**src/rtl/cosim_pkg.sv**
```systemverilog
package cosim_pkg;

    // default sizes of the element, accumulator and score fraction
    localparam int ELEM_WIDTH_DEF    = 16;
    localparam int ACC_WIDTH_DEF     = 48;
    localparam int OUT_FRAC_BITS_DEF = 16;

    // datapath word of the root and divide unit
    localparam int WORD_W = 64;
    // shared multiplier operand width (signed elements up to 32 bits, unsigned roots)
    localparam int MUL_W  = 33;
    localparam int ROOT_W = 32;
    // normalization shift count, at most 31 double-bit steps
    localparam int K_W    = 5;
    // quotient register, cap at 2^40 plus one shifted bit
    localparam int QUOT_W = 42;

    localparam logic [WORD_W-1:0] NORM_LIMIT    = WORD_W'(1) << 61;
    localparam logic [WORD_W-1:0] SQRT_BIT_INIT = WORD_W'(1) << 62;
    localparam logic [QUOT_W-1:0] QUOT_CAP      = QUOT_W'(1) << 40;

    typedef enum logic [7:0] {
        ST_IDLE  = 8'b0000_0001,
        ST_MAC   = 8'b0000_0010,
        ST_CHECK = 8'b0000_0100,
        ST_NORM  = 8'b0000_1000,
        ST_SQRT  = 8'b0001_0000,
        ST_MUL   = 8'b0010_0000,
        ST_DIV   = 8'b0100_0000,
        ST_FIN   = 8'b1000_0000
    } cosim_state_t;

    typedef enum logic [1:0] {
        PH_AB = 2'd0,
        PH_AA = 2'd1,
        PH_BB = 2'd2,
        PH_LAST_ADD = 2'd3
    } cosim_phase_t;

endpackage

```
**src/rtl/cosine_similarity_core.sv**
```systemverilog
// cosine similarity / distance engine. one element pair (s_elem_a, s_elem_b) is one
// input word; s_last_elem marks the final pair of the two vectors. every pair is
// multiplied three times on a single shared multiplier (a*b, a*a, b*b) and added to
// three saturating accumulators, so s_ready stays low while a pair is multiplied and
// added, and the next pair is accepted only back in idle. after the last pair the same
// multiplier and a shared normalize / bit-pair square-root unit run over both sums
// of squares, then a restoring divider produces one quotient bit a cycle. the last
// pair also passes the zero check, the root product and the result load, plus any
// wait for m_ready while the output register is full. ka, kb (0..31) are the
// double-bit normalize shifts of the two sums and lengthen the divide; the divider
// loop dominates. score is signed with OUT_FRAC_BITS fraction bits:
// cosine similarity when distance_mode is 0, one minus it when 1, saturated. when
// either vector is all zero the score is 0 (or 1.0 as distance) and m_zero_norm is
// set. the result sits in an output register, so the next vector starts streaming
// while a result waits. cfg_wr_en/cfg_wr_data write distance_mode and are meant
// to be used while the block is idle.
module cosine_similarity_core
    import cosim_pkg::*;
#(
    parameter int ELEM_WIDTH    = ELEM_WIDTH_DEF,
    parameter int ACC_WIDTH     = ACC_WIDTH_DEF,
    parameter int OUT_FRAC_BITS = OUT_FRAC_BITS_DEF
) (
    input  logic                          aclk,
    input  logic                          aresetn,

    input  logic                          cfg_wr_en,
    input  logic                          cfg_wr_data,

    input  logic                          s_valid,
    output logic                          s_ready,
    input  logic signed [ELEM_WIDTH-1:0]  s_elem_a,
    input  logic signed [ELEM_WIDTH-1:0]  s_elem_b,
    input  logic                          s_last_elem,

    output logic                          m_valid,
    input  logic                          m_ready,
    output logic signed [OUT_FRAC_BITS+2:0] m_score,
    output logic                          m_zero_norm
);

    localparam int OUT_W  = OUT_FRAC_BITS + 3;
    // accumulator plus product, one guard bit
    localparam int SUM_W  = WORD_W + 1;
    // score arithmetic width, rounded quotient is below 2^40
    localparam int SC_W   = QUOT_W + 3;
    // divider iteration count: 64 dividend bits plus the fraction bits, one rounding bit and the norm shifts
    localparam int DIV_BASE = WORD_W + OUT_FRAC_BITS + 1;
    localparam int CNT_W  = $clog2(DIV_BASE + 2 * ((1 << K_W) - 1) + 1);

    localparam logic signed [SUM_W-1:0] ACC_HI =
        {{(SUM_W-ACC_WIDTH+1){1'b0}}, {(ACC_WIDTH-1){1'b1}}};
    localparam logic signed [SUM_W-1:0] ACC_LO = ~ACC_HI;
    localparam logic signed [SC_W-1:0] ONE_SC  = SC_W'(1) << OUT_FRAC_BITS;
    localparam logic signed [SC_W-1:0] OUT_MAX =
        {{(SC_W-OUT_W+1){1'b0}}, {(OUT_W-1){1'b1}}};
    localparam logic signed [SC_W-1:0] OUT_MIN = ~OUT_MAX;

    // saturating add of a product into an accumulator
    function automatic logic signed [ACC_WIDTH-1:0] sat_add(
        input logic signed [ACC_WIDTH-1:0] acc,
        input logic signed [WORD_W-1:0]    p
    );
        logic signed [SUM_W-1:0] s;
        s = SUM_W'(acc) + SUM_W'(p);
        if (s > ACC_HI) begin
            return ACC_HI[ACC_WIDTH-1:0];
        end else if (s < ACC_LO) begin
            return ACC_LO[ACC_WIDTH-1:0];
        end
        return s[ACC_WIDTH-1:0];
    endfunction

    cosim_state_t                  state_reg, state_next;
    cosim_phase_t                  phase_reg, phase_next;
    logic signed [ELEM_WIDTH-1:0]  elem_a_reg, elem_a_next;
    logic signed [ELEM_WIDTH-1:0]  elem_b_reg, elem_b_next;
    logic                          last_reg, last_next;
    logic signed [WORD_W-1:0]      prod_reg, prod_next;
    logic signed [ACC_WIDTH-1:0]   dot_reg, dot_next;
    logic signed [ACC_WIDTH-1:0]   sqa_reg, sqa_next;
    logic signed [ACC_WIDTH-1:0]   sqb_reg, sqb_next;
    logic                          zero_reg, zero_next;
    logic [WORD_W-1:0]             work_reg, work_next;
    logic [WORD_W-1:0]             root_reg, root_next;
    logic [WORD_W-1:0]             bit_reg, bit_next;
    logic [K_W-1:0]                k_reg, k_next;
    logic                          sel_b_reg, sel_b_next;
    logic [ROOT_W-1:0]             ra_reg, ra_next;
    logic [K_W-1:0]                ka_reg, ka_next;
    logic [WORD_W-1:0]             rem_reg, rem_next;
    logic [QUOT_W-1:0]             quot_reg, quot_next;
    logic [CNT_W-1:0]              cnt_reg, cnt_next;
    logic                          mode_reg, mode_next;
    logic                          m_valid_reg, m_valid_next;
    logic signed [OUT_W-1:0]       m_score_reg, m_score_next;
    logic                          m_zero_norm_reg, m_zero_norm_next;

    // shared multiplier
    logic signed [MUL_W-1:0]       mul_x, mul_y;
    logic signed [2*MUL_W-1:0]     mul_p;

    // square-root step
    logic [WORD_W-1:0]             sq_trial;
    logic                          sq_take;
    logic [WORD_W-1:0]             sq_root;

    // divider step
    logic [WORD_W-1:0]             div_r;
    logic                          div_ge;
    logic [QUOT_W-1:0]             div_q;

    // dividend magnitude
    logic signed [WORD_W-1:0]      dot_ext;
    logic [WORD_W-1:0]             dot_mag;

    // score formation
    logic [QUOT_W:0]               quot_inc;
    logic signed [SC_W-1:0]        cos_mag, cos_val, score_w;
    logic                          out_load;

    assign s_ready     = (state_reg == ST_IDLE);
    assign m_valid     = m_valid_reg;
    assign m_score     = m_score_reg;
    assign m_zero_norm = m_zero_norm_reg;

    assign out_load = (state_reg == ST_FIN) && (!m_valid_reg || m_ready);

    // operand select: element products while streaming, root product at the end
    always_comb begin
        mul_x = MUL_W'(elem_a_reg);
        mul_y = MUL_W'(elem_b_reg);
        if (state_reg == ST_MUL) begin
            mul_x = $signed({1'b0, ra_reg});
            mul_y = $signed({1'b0, root_reg[ROOT_W-1:0]});
        end else begin
            case (phase_reg)
                PH_AA: begin
                    mul_x = MUL_W'(elem_a_reg);
                    mul_y = MUL_W'(elem_a_reg);
                end
                PH_BB: begin
                    mul_x = MUL_W'(elem_b_reg);
                    mul_y = MUL_W'(elem_b_reg);
                end
                default: begin
                    mul_x = MUL_W'(elem_a_reg);
                    mul_y = MUL_W'(elem_b_reg);
                end
            endcase
        end
    end

    assign mul_p = mul_x * mul_y;

    assign sq_trial = root_reg + bit_reg;
    assign sq_take  = (work_reg >= sq_trial);
    assign sq_root  = sq_take ? ((root_reg >> 1) + bit_reg) : (root_reg >> 1);

    assign div_r  = {rem_reg[WORD_W-2:0], work_reg[WORD_W-1]};
    assign div_ge = (div_r >= prod_reg);
    assign div_q  = {quot_reg[QUOT_W-2:0], div_ge};

    assign dot_ext = WORD_W'(dot_reg);
    assign dot_mag = dot_reg[ACC_WIDTH-1] ? (WORD_W'(0) - dot_ext) : dot_ext;

    // round half away from zero, apply sign and mode, saturate
    always_comb begin
        quot_inc = {1'b0, quot_reg} + (QUOT_W+1)'(1);
        cos_mag  = SC_W'(quot_inc[QUOT_W:1]);
        cos_val  = dot_reg[ACC_WIDTH-1] ? -cos_mag : cos_mag;
        score_w  = mode_reg ? (ONE_SC - cos_val) : cos_val;
        if (score_w > OUT_MAX) begin
            score_w = OUT_MAX;
        end else if (score_w < OUT_MIN) begin
            score_w = OUT_MIN;
        end
    end

    always_comb begin
        state_next       = state_reg;
        phase_next       = phase_reg;
        elem_a_next      = elem_a_reg;
        elem_b_next      = elem_b_reg;
        last_next        = last_reg;
        prod_next        = prod_reg;
        dot_next         = dot_reg;
        sqa_next         = sqa_reg;
        sqb_next         = sqb_reg;
        zero_next        = zero_reg;
        work_next        = work_reg;
        root_next        = root_reg;
        bit_next         = bit_reg;
        k_next           = k_reg;
        sel_b_next       = sel_b_reg;
        ra_next          = ra_reg;
        ka_next          = ka_reg;
        rem_next         = rem_reg;
        quot_next        = quot_reg;
        cnt_next         = cnt_reg;
        mode_next        = cfg_wr_en ? cfg_wr_data : mode_reg;
        m_valid_next     = m_valid_reg && !m_ready;
        m_score_next     = m_score_reg;
        m_zero_norm_next = m_zero_norm_reg;

        case (state_reg)
            ST_IDLE: begin
                if (s_valid) begin
                    elem_a_next = s_elem_a;
                    elem_b_next = s_elem_b;
                    last_next   = s_last_elem;
                    phase_next  = PH_AB;
                    state_next  = ST_MAC;
                end
            end
            ST_MAC: begin
                // product registered in one phase, added in the next
                prod_next = mul_p[WORD_W-1:0];
                case (phase_reg)
                    PH_AB: begin
                        phase_next = PH_AA;
                    end
                    PH_AA: begin
                        dot_next   = sat_add(dot_reg, prod_reg);
                        phase_next = PH_BB;
                    end
                    PH_BB: begin
                        sqa_next   = sat_add(sqa_reg, prod_reg);
                        phase_next = PH_LAST_ADD;
                    end
                    default: begin
                        sqb_next   = sat_add(sqb_reg, prod_reg);
                        phase_next = PH_AB;
                        state_next = last_reg ? ST_CHECK : ST_IDLE;
                    end
                endcase
            end
            ST_CHECK: begin
                if (!(sqa_reg > 0) || !(sqb_reg > 0)) begin
                    zero_next  = 1'b1;
                    quot_next  = '0;
                    state_next = ST_FIN;
                end else begin
                    zero_next  = 1'b0;
                    work_next  = WORD_W'($unsigned(sqa_reg));
                    k_next     = '0;
                    sel_b_next = 1'b0;
                    state_next = ST_NORM;
                end
            end
            ST_NORM: begin
                // two bits at a time until the value reaches 2^61
                if (work_reg < NORM_LIMIT) begin
                    work_next = work_reg << 2;
                    k_next    = k_reg + K_W'(1);
                end else begin
                    root_next  = '0;
                    bit_next   = SQRT_BIT_INIT;
                    state_next = ST_SQRT;
                end
            end
            ST_SQRT: begin
                if (sq_take) begin
                    work_next = work_reg - sq_trial;
                end
                root_next = sq_root;
                bit_next  = bit_reg >> 2;
                if (bit_reg[0]) begin
                    if (!sel_b_reg) begin
                        ra_next    = sq_root[ROOT_W-1:0];
                        ka_next    = k_reg;
                        work_next  = WORD_W'($unsigned(sqb_reg));
                        k_next     = '0;
                        sel_b_next = 1'b1;
                        state_next = ST_NORM;
                    end else begin
                        state_next = ST_MUL;
                    end
                end
            end
            ST_MUL: begin
                // divisor is the product of the two roots
                prod_next  = mul_p[WORD_W-1:0];
                work_next  = dot_mag;
                rem_next   = '0;
                quot_next  = '0;
                cnt_next   = CNT_W'(DIV_BASE) + CNT_W'(ka_reg) + CNT_W'(k_reg);
                state_next = ST_DIV;
            end
            ST_DIV: begin
                work_next = work_reg << 1;
                rem_next  = div_ge ? (div_r - prod_reg) : div_r;
                quot_next = (div_q > QUOT_CAP) ? QUOT_CAP : div_q;
                cnt_next  = cnt_reg - CNT_W'(1);
                if (cnt_reg == CNT_W'(1)) begin
                    state_next = ST_FIN;
                end
            end
            ST_FIN: begin
                if (out_load) begin
                    m_valid_next     = 1'b1;
                    m_score_next     = score_w[OUT_W-1:0];
                    m_zero_norm_next = zero_reg;
                    dot_next         = '0;
                    sqa_next         = '0;
                    sqb_next         = '0;
                    state_next       = ST_IDLE;
                end
            end
            default: begin
                state_next = ST_IDLE;
            end
        endcase
    end

    always_ff @(posedge aclk) begin
        if (!aresetn) begin
            state_reg   <= ST_IDLE;
            phase_reg   <= PH_AB;
            dot_reg     <= '0;
            sqa_reg     <= '0;
            sqb_reg     <= '0;
            mode_reg    <= 1'b0;
            m_valid_reg <= 1'b0;
        end else begin
            state_reg   <= state_next;
            phase_reg   <= phase_next;
            dot_reg     <= dot_next;
            sqa_reg     <= sqa_next;
            sqb_reg     <= sqb_next;
            mode_reg    <= mode_next;
            m_valid_reg <= m_valid_next;
        end
    end

    always_ff @(posedge aclk) begin
        elem_a_reg      <= elem_a_next;
        elem_b_reg      <= elem_b_next;
        last_reg        <= last_next;
        prod_reg        <= prod_next;
        zero_reg        <= zero_next;
        work_reg        <= work_next;
        root_reg        <= root_next;
        bit_reg         <= bit_next;
        k_reg           <= k_next;
        sel_b_reg       <= sel_b_next;
        ra_reg          <= ra_next;
        ka_reg          <= ka_next;
        rem_reg         <= rem_next;
        quot_reg        <= quot_next;
        cnt_reg         <= cnt_next;
        m_score_reg     <= m_score_next;
        m_zero_norm_reg <= m_zero_norm_next;
    end

`ifndef SYNTHESIS
    // a zero-norm result is either zero or exactly 1.0
    assert property (@(posedge aclk) disable iff (!aresetn)
        (m_valid && m_zero_norm) |->
            (m_score == OUT_W'(0) || m_score == ONE_SC[OUT_W-1:0]))
        else $error("zero-norm word with unexpected score");

    // accumulators are empty once a result is loaded
    assert property (@(posedge aclk) disable iff (!aresetn)
        out_load |=> (dot_reg == '0 && sqa_reg == '0 && sqb_reg == '0))
        else $error("accumulators not cleared after result");

    // quotient never passes the cap during the divide
    assert property (@(posedge aclk) disable iff (!aresetn)
        (state_reg == ST_DIV) |=> (quot_reg <= QUOT_CAP))
        else $error("quotient above cap");

    // an accepted word always starts the multiply sequence
    assert property (@(posedge aclk) disable iff (!aresetn)
        (s_valid && s_ready) |=> (state_reg == ST_MAC && phase_reg == PH_AB))
        else $error("accepted word did not start multiply");
`endif

endmodule

```
**config.mk**
```make
export PLATFORM = sky130hd
export DESIGN_NAME = cosine_similarity_core
export DESIGN_NICKNAME = d
export VERILOG_FILES = /design/src/rtl/cosim_pkg.sv /design/src/rtl/cosine_similarity_core.sv
export SDC_FILE = /design/constraint.sdc
export NUM_CORES = 2
export LEC_CHECK = 0
export ABC_AREA = 0
export BUFFER_PORTS_ARGS = -buffer_cell sky130_fd_sc_hd__buf_4
export CAP_MARGIN = 20
export CORE_UTILIZATION = 58
export DETAILED_ROUTE_END_ITERATION = 8
export PLACE_DENSITY = 0.88
export SETUP_SLACK_MARGIN = 0.15
export SYNTH_ARGS = -nofsm -noshare
export SYNTH_HDL_FRONTEND = slang
export SYNTH_SLANG_ARGS = --single-unit
```
**constraint.sdc**
```tcl
create_clock -name aclk -period 10.55 [get_ports aclk]
set_input_delay 0 -clock aclk [delete_from_list [all_inputs] [get_ports aclk]]
set_output_delay 0 -clock aclk [all_outputs]
set_load 0.03 [all_outputs]
```
==> results.json <==
{
  "timing.hold.worst_path_depth": 2,
  "async_flop_share_pct": 0,
  "max_clock_freq_mhz": 96.6,
  "crit_path_max_fanout": 19,
  "antenna_violations_before_repair": 11,
  "most_common_cell_after_layout_fill_and_taps_aside": "sky130_fd_sc_hd__inv_1",
  "worst_slew_pin_slew_ps": 1130,
  "yosysWarnings": 0,
  "area.growth.synth_to_final_pct": 10.3,
  "post_synth_edffs": 434,
  "timing.hold.worst.class": "in -> reg",
  "syn-instance-count": 10369,
  "grt_setup_unrepaired": "true",
  "drtIter0Drc": 9268,
  "grt-ovfl-total": 0,
  "cts-buffers-inserted": 76,
  "dieWidth_um": 393,
  "clkSinkCount": 590,
  "report.final.hold_viol_count": 0,
  "max_slew_margin_pct": 24.5,
  "netlist_area_mm2": 0.0888,
  "placementRows": 143,
  "mean_syn_cell_area_um2": 8.57,
  "grt_usage_pct": 40.6,
  "drt.antenna.violating_nets": 0,
  "timing.final.crit_period_ps": 10350,
  "final_core_utilization_pct": 64.5,
  "synthFlopType": "sky130_fd_sc_hd__edfxtp_1",
  "postSynthRegisterBits": 590,
  "timing.final.crit_share_pct": 98.1,
  "gp_congestion": 1.10,
  "worstSetupStartpoint": "phase_reg[1]",
  "ff2ff_path_depth": 42,
  "startpoint_of_the_worst_register_to_register_path": "phase_reg[1]",
  "port_buffers": 60,
  "worst-setup-path-type": "reg -> reg",
  "crit_path_start_kind": "flip-flop",
  "routedWlPerCell_um": 25.0,
  "timing.critical_path.slowest_cell_delay_ps": 580,
  "post-synth-top-area-fraction_pct": 25.5,
  "detail_route.vias_per_cell": 6.28,
  "yosys.area.top_type": "sky130_fd_sc_hd__fa_1",
  "met3_wl_um": 36500,
  "worstPathBufferInverterCount": 12,
  "dr_total_vias": 79719,
  "top_layer_used": "met5",
  "clkTransAtPathRegs_ps": 70,
  "tritoncts_clock_tree": "built",
  "routed-wl-met2_um": 138000,
  "routedLengthMet1_um": 121000,
  "floorplan.initialDensity_pct": 58.5,
  "nets": 12385,
  "critical_path_depth": 42,
  "worst_path_most_repeated_cell": "sky130_fd_sc_hd__fa_1",
  "drive_above_1_share_pct": 8.84,
  "synth_sequential_area_ratio_pct": 18.2,
  "critical_path.endpoint_type": "flip-flop",
  "grt_start_max_net_pins": 135,
  "setup_viol": 0,
  "yosys-top-cells-area": "sky130_fd_sc_hd__fa_1 (25%), sky130_fd_sc_hd__edfxtp_1 (15%), sky130_fd_sc_hd__ha_1 (8.7%)",
  "synth.distinct_cells": 113,
  "worstSkewPairLatency_ps": 720,
  "worst_clock_skew_ps": 62.6,
  "fp.coreArea_mm2": 0.152,
  "root_buffer": "sky130_fd_sc_hd__clkbuf_16",
  "total_routed_wirelength_um": 317000,
  "worst_path_dominant_cell_family": "adder cells",
  "worst_hold_slack_ps": 44.4,
  "worst-endpoint-required_ps": 10990,
  "hpwl_um": 257000,
  "max-cap-violations": 0,
  "timing.hold.worst.start": "s_elem_b[12]",
  "outcome": "finished clean",
  "fp.dieArea_mm2": 0.155,
  "layout.cells.most_common_list": "sky130_fd_sc_hd__inv_1 (1388), sky130_fd_sc_hd__fa_1 (1123), sky130_fd_sc_hd__nor2_1 (1117), sky130_fd_sc_hd__nand2_1 (1079), sky130_fd_sc_hd__ha_1 (618)",
  "synth_nets": 12157,
  "drtPass1Iterations": 8,
  "worst_path_max_delay_cell": "sky130_fd_sc_hd__fa_1",
  "drc": 0,
  "final_cell_area_mm2": 0.0979,
  "worst_ep_arrival_time_ps": 10780,
  "detailed_place.area_mm2": 0.0944,
  "clock_tree.htree_level_count": 3,
  "fp.dieH_um": 393,
  "io_pins": 61,
  "via_count_of_the_first_global_routing_pass": 79435,
  "report.final.slew_viol_count": 0,
  "clock_path_buffers": 3,
  "grt_pass1_wl_um": 479000
}
==> final cells by class <==
class | count | area [um2]
clock inverters | 41 | 557
diodes | 4 | 10.0
multi-input cells | 7918 | 66100
repair buffers | 622 | 5220
flip-flops and latches | 590 | 16200
clock buffers | 100 | 2130
inverters | 1389 | 5210
fillers | 12411 | 54000
well taps | 2030 | 2540
==> Yosys cell counts (25+ instances only) <==
master                        n
sky130_fd_sc_hd__a211oi_1    61
sky130_fd_sc_hd__a21o_1     269
sky130_fd_sc_hd__a21oi_1    605
sky130_fd_sc_hd__a221o_1     28
sky130_fd_sc_hd__a221oi_1    25
sky130_fd_sc_hd__a22o_1      26
sky130_fd_sc_hd__a31oi_1    155
sky130_fd_sc_hd__and2_1     153
sky130_fd_sc_hd__and3_1      76
sky130_fd_sc_hd__and4_1      27
sky130_fd_sc_hd__buf_1       32
sky130_fd_sc_hd__clkbuf_1   412
sky130_fd_sc_hd__dfxtp_1    156
sky130_fd_sc_hd__edfxtp_1   434
sky130_fd_sc_hd__fa_1      1131
sky130_fd_sc_hd__ha_1       618
sky130_fd_sc_hd__inv_1     1389
sky130_fd_sc_hd__mux2i_1     58
sky130_fd_sc_hd__nand2_1   1082
sky130_fd_sc_hd__nand2b_1    72
sky130_fd_sc_hd__nand3_1    122
sky130_fd_sc_hd__nand4_1    100
sky130_fd_sc_hd__nor2_1    1135
sky130_fd_sc_hd__nor2b_1     65
sky130_fd_sc_hd__nor3_1      95
sky130_fd_sc_hd__nor4_1      72
sky130_fd_sc_hd__o211ai_1    25
sky130_fd_sc_hd__o21a_1     106
sky130_fd_sc_hd__o21ai_0    512
sky130_fd_sc_hd__o21ai_1     63
sky130_fd_sc_hd__o21bai_1    76
sky130_fd_sc_hd__o31ai_1     53
sky130_fd_sc_hd__or2_2       41
sky130_fd_sc_hd__or3_1       55
sky130_fd_sc_hd__xnor2_1    363
sky130_fd_sc_hd__xor2_1     278
==> cells by family after synthesis <==
group	after synthesis	synth area share, %
flops	590	18.2
fa+ha+maj	1749	34.2
buf+inv	1861	7.96
other cells	1	0.00422
xor+xnor	642	6.34
compound gates	2251	16.0
simple gates	3203	16.4
mux	72	0.831
==> per-layer routing <==
metal / up-vias / global-route usage, %
met5: - / 0
met4: 10 / 22.8
met3: 975 / 8.37
met2: 4834 / 62.3
met1: 38803 / 53.7
li1: 35097 / -
==> worst reg2reg max path, delay by kind of cell, from the launching register on <==
| kind | cells | cell delay [ps] |
|---|---|---|
| AND/OR/NAND/NOR | 3 | 290 |
| adder cells (fa/ha/maj) | 10 | 4690 |
| buffers and inverters | 12 | 1590 |
| AO/OA/AOI/OAI | 16 | 2800 |
| multiplexers | 1 | 380 |
| flip-flops | 1 | 340 |
==> repair_timing <==
item                                    4_1_cts  5_1_grt
endpoints found under the setup margin        9       13
hold endpoints to repair                     58        0
buffers inserted                              2        3
resized for setup                            19       83
hold buffers                                 38        0
pin swaps                                     5       19
==> path summary, 6_finish.rpt <==
| check | to | slack (ps) |
|---|---|---|
| hold reg to reg | ka_reg[4] | 450 |
| setup reg to reg | prod_reg[56] | 200 |
| hold / removal | elem_b_reg[12] | 40 |
| setup / recovery | prod_reg[56] | 200 |
==> stage by stage <==
step	instances	setup TNS (ps)	setup slack, ps
floorplan	10369	0	379
global placement	12503	-1260	-368
detailed placement	12504	-930	-274
CTS	12685	0	175
global route	12693	-254	-191
finish	12694	0	201
Power is not shown: default switching activity piles up to over one toggle a cycle in this logic, so the estimate is an artifact.
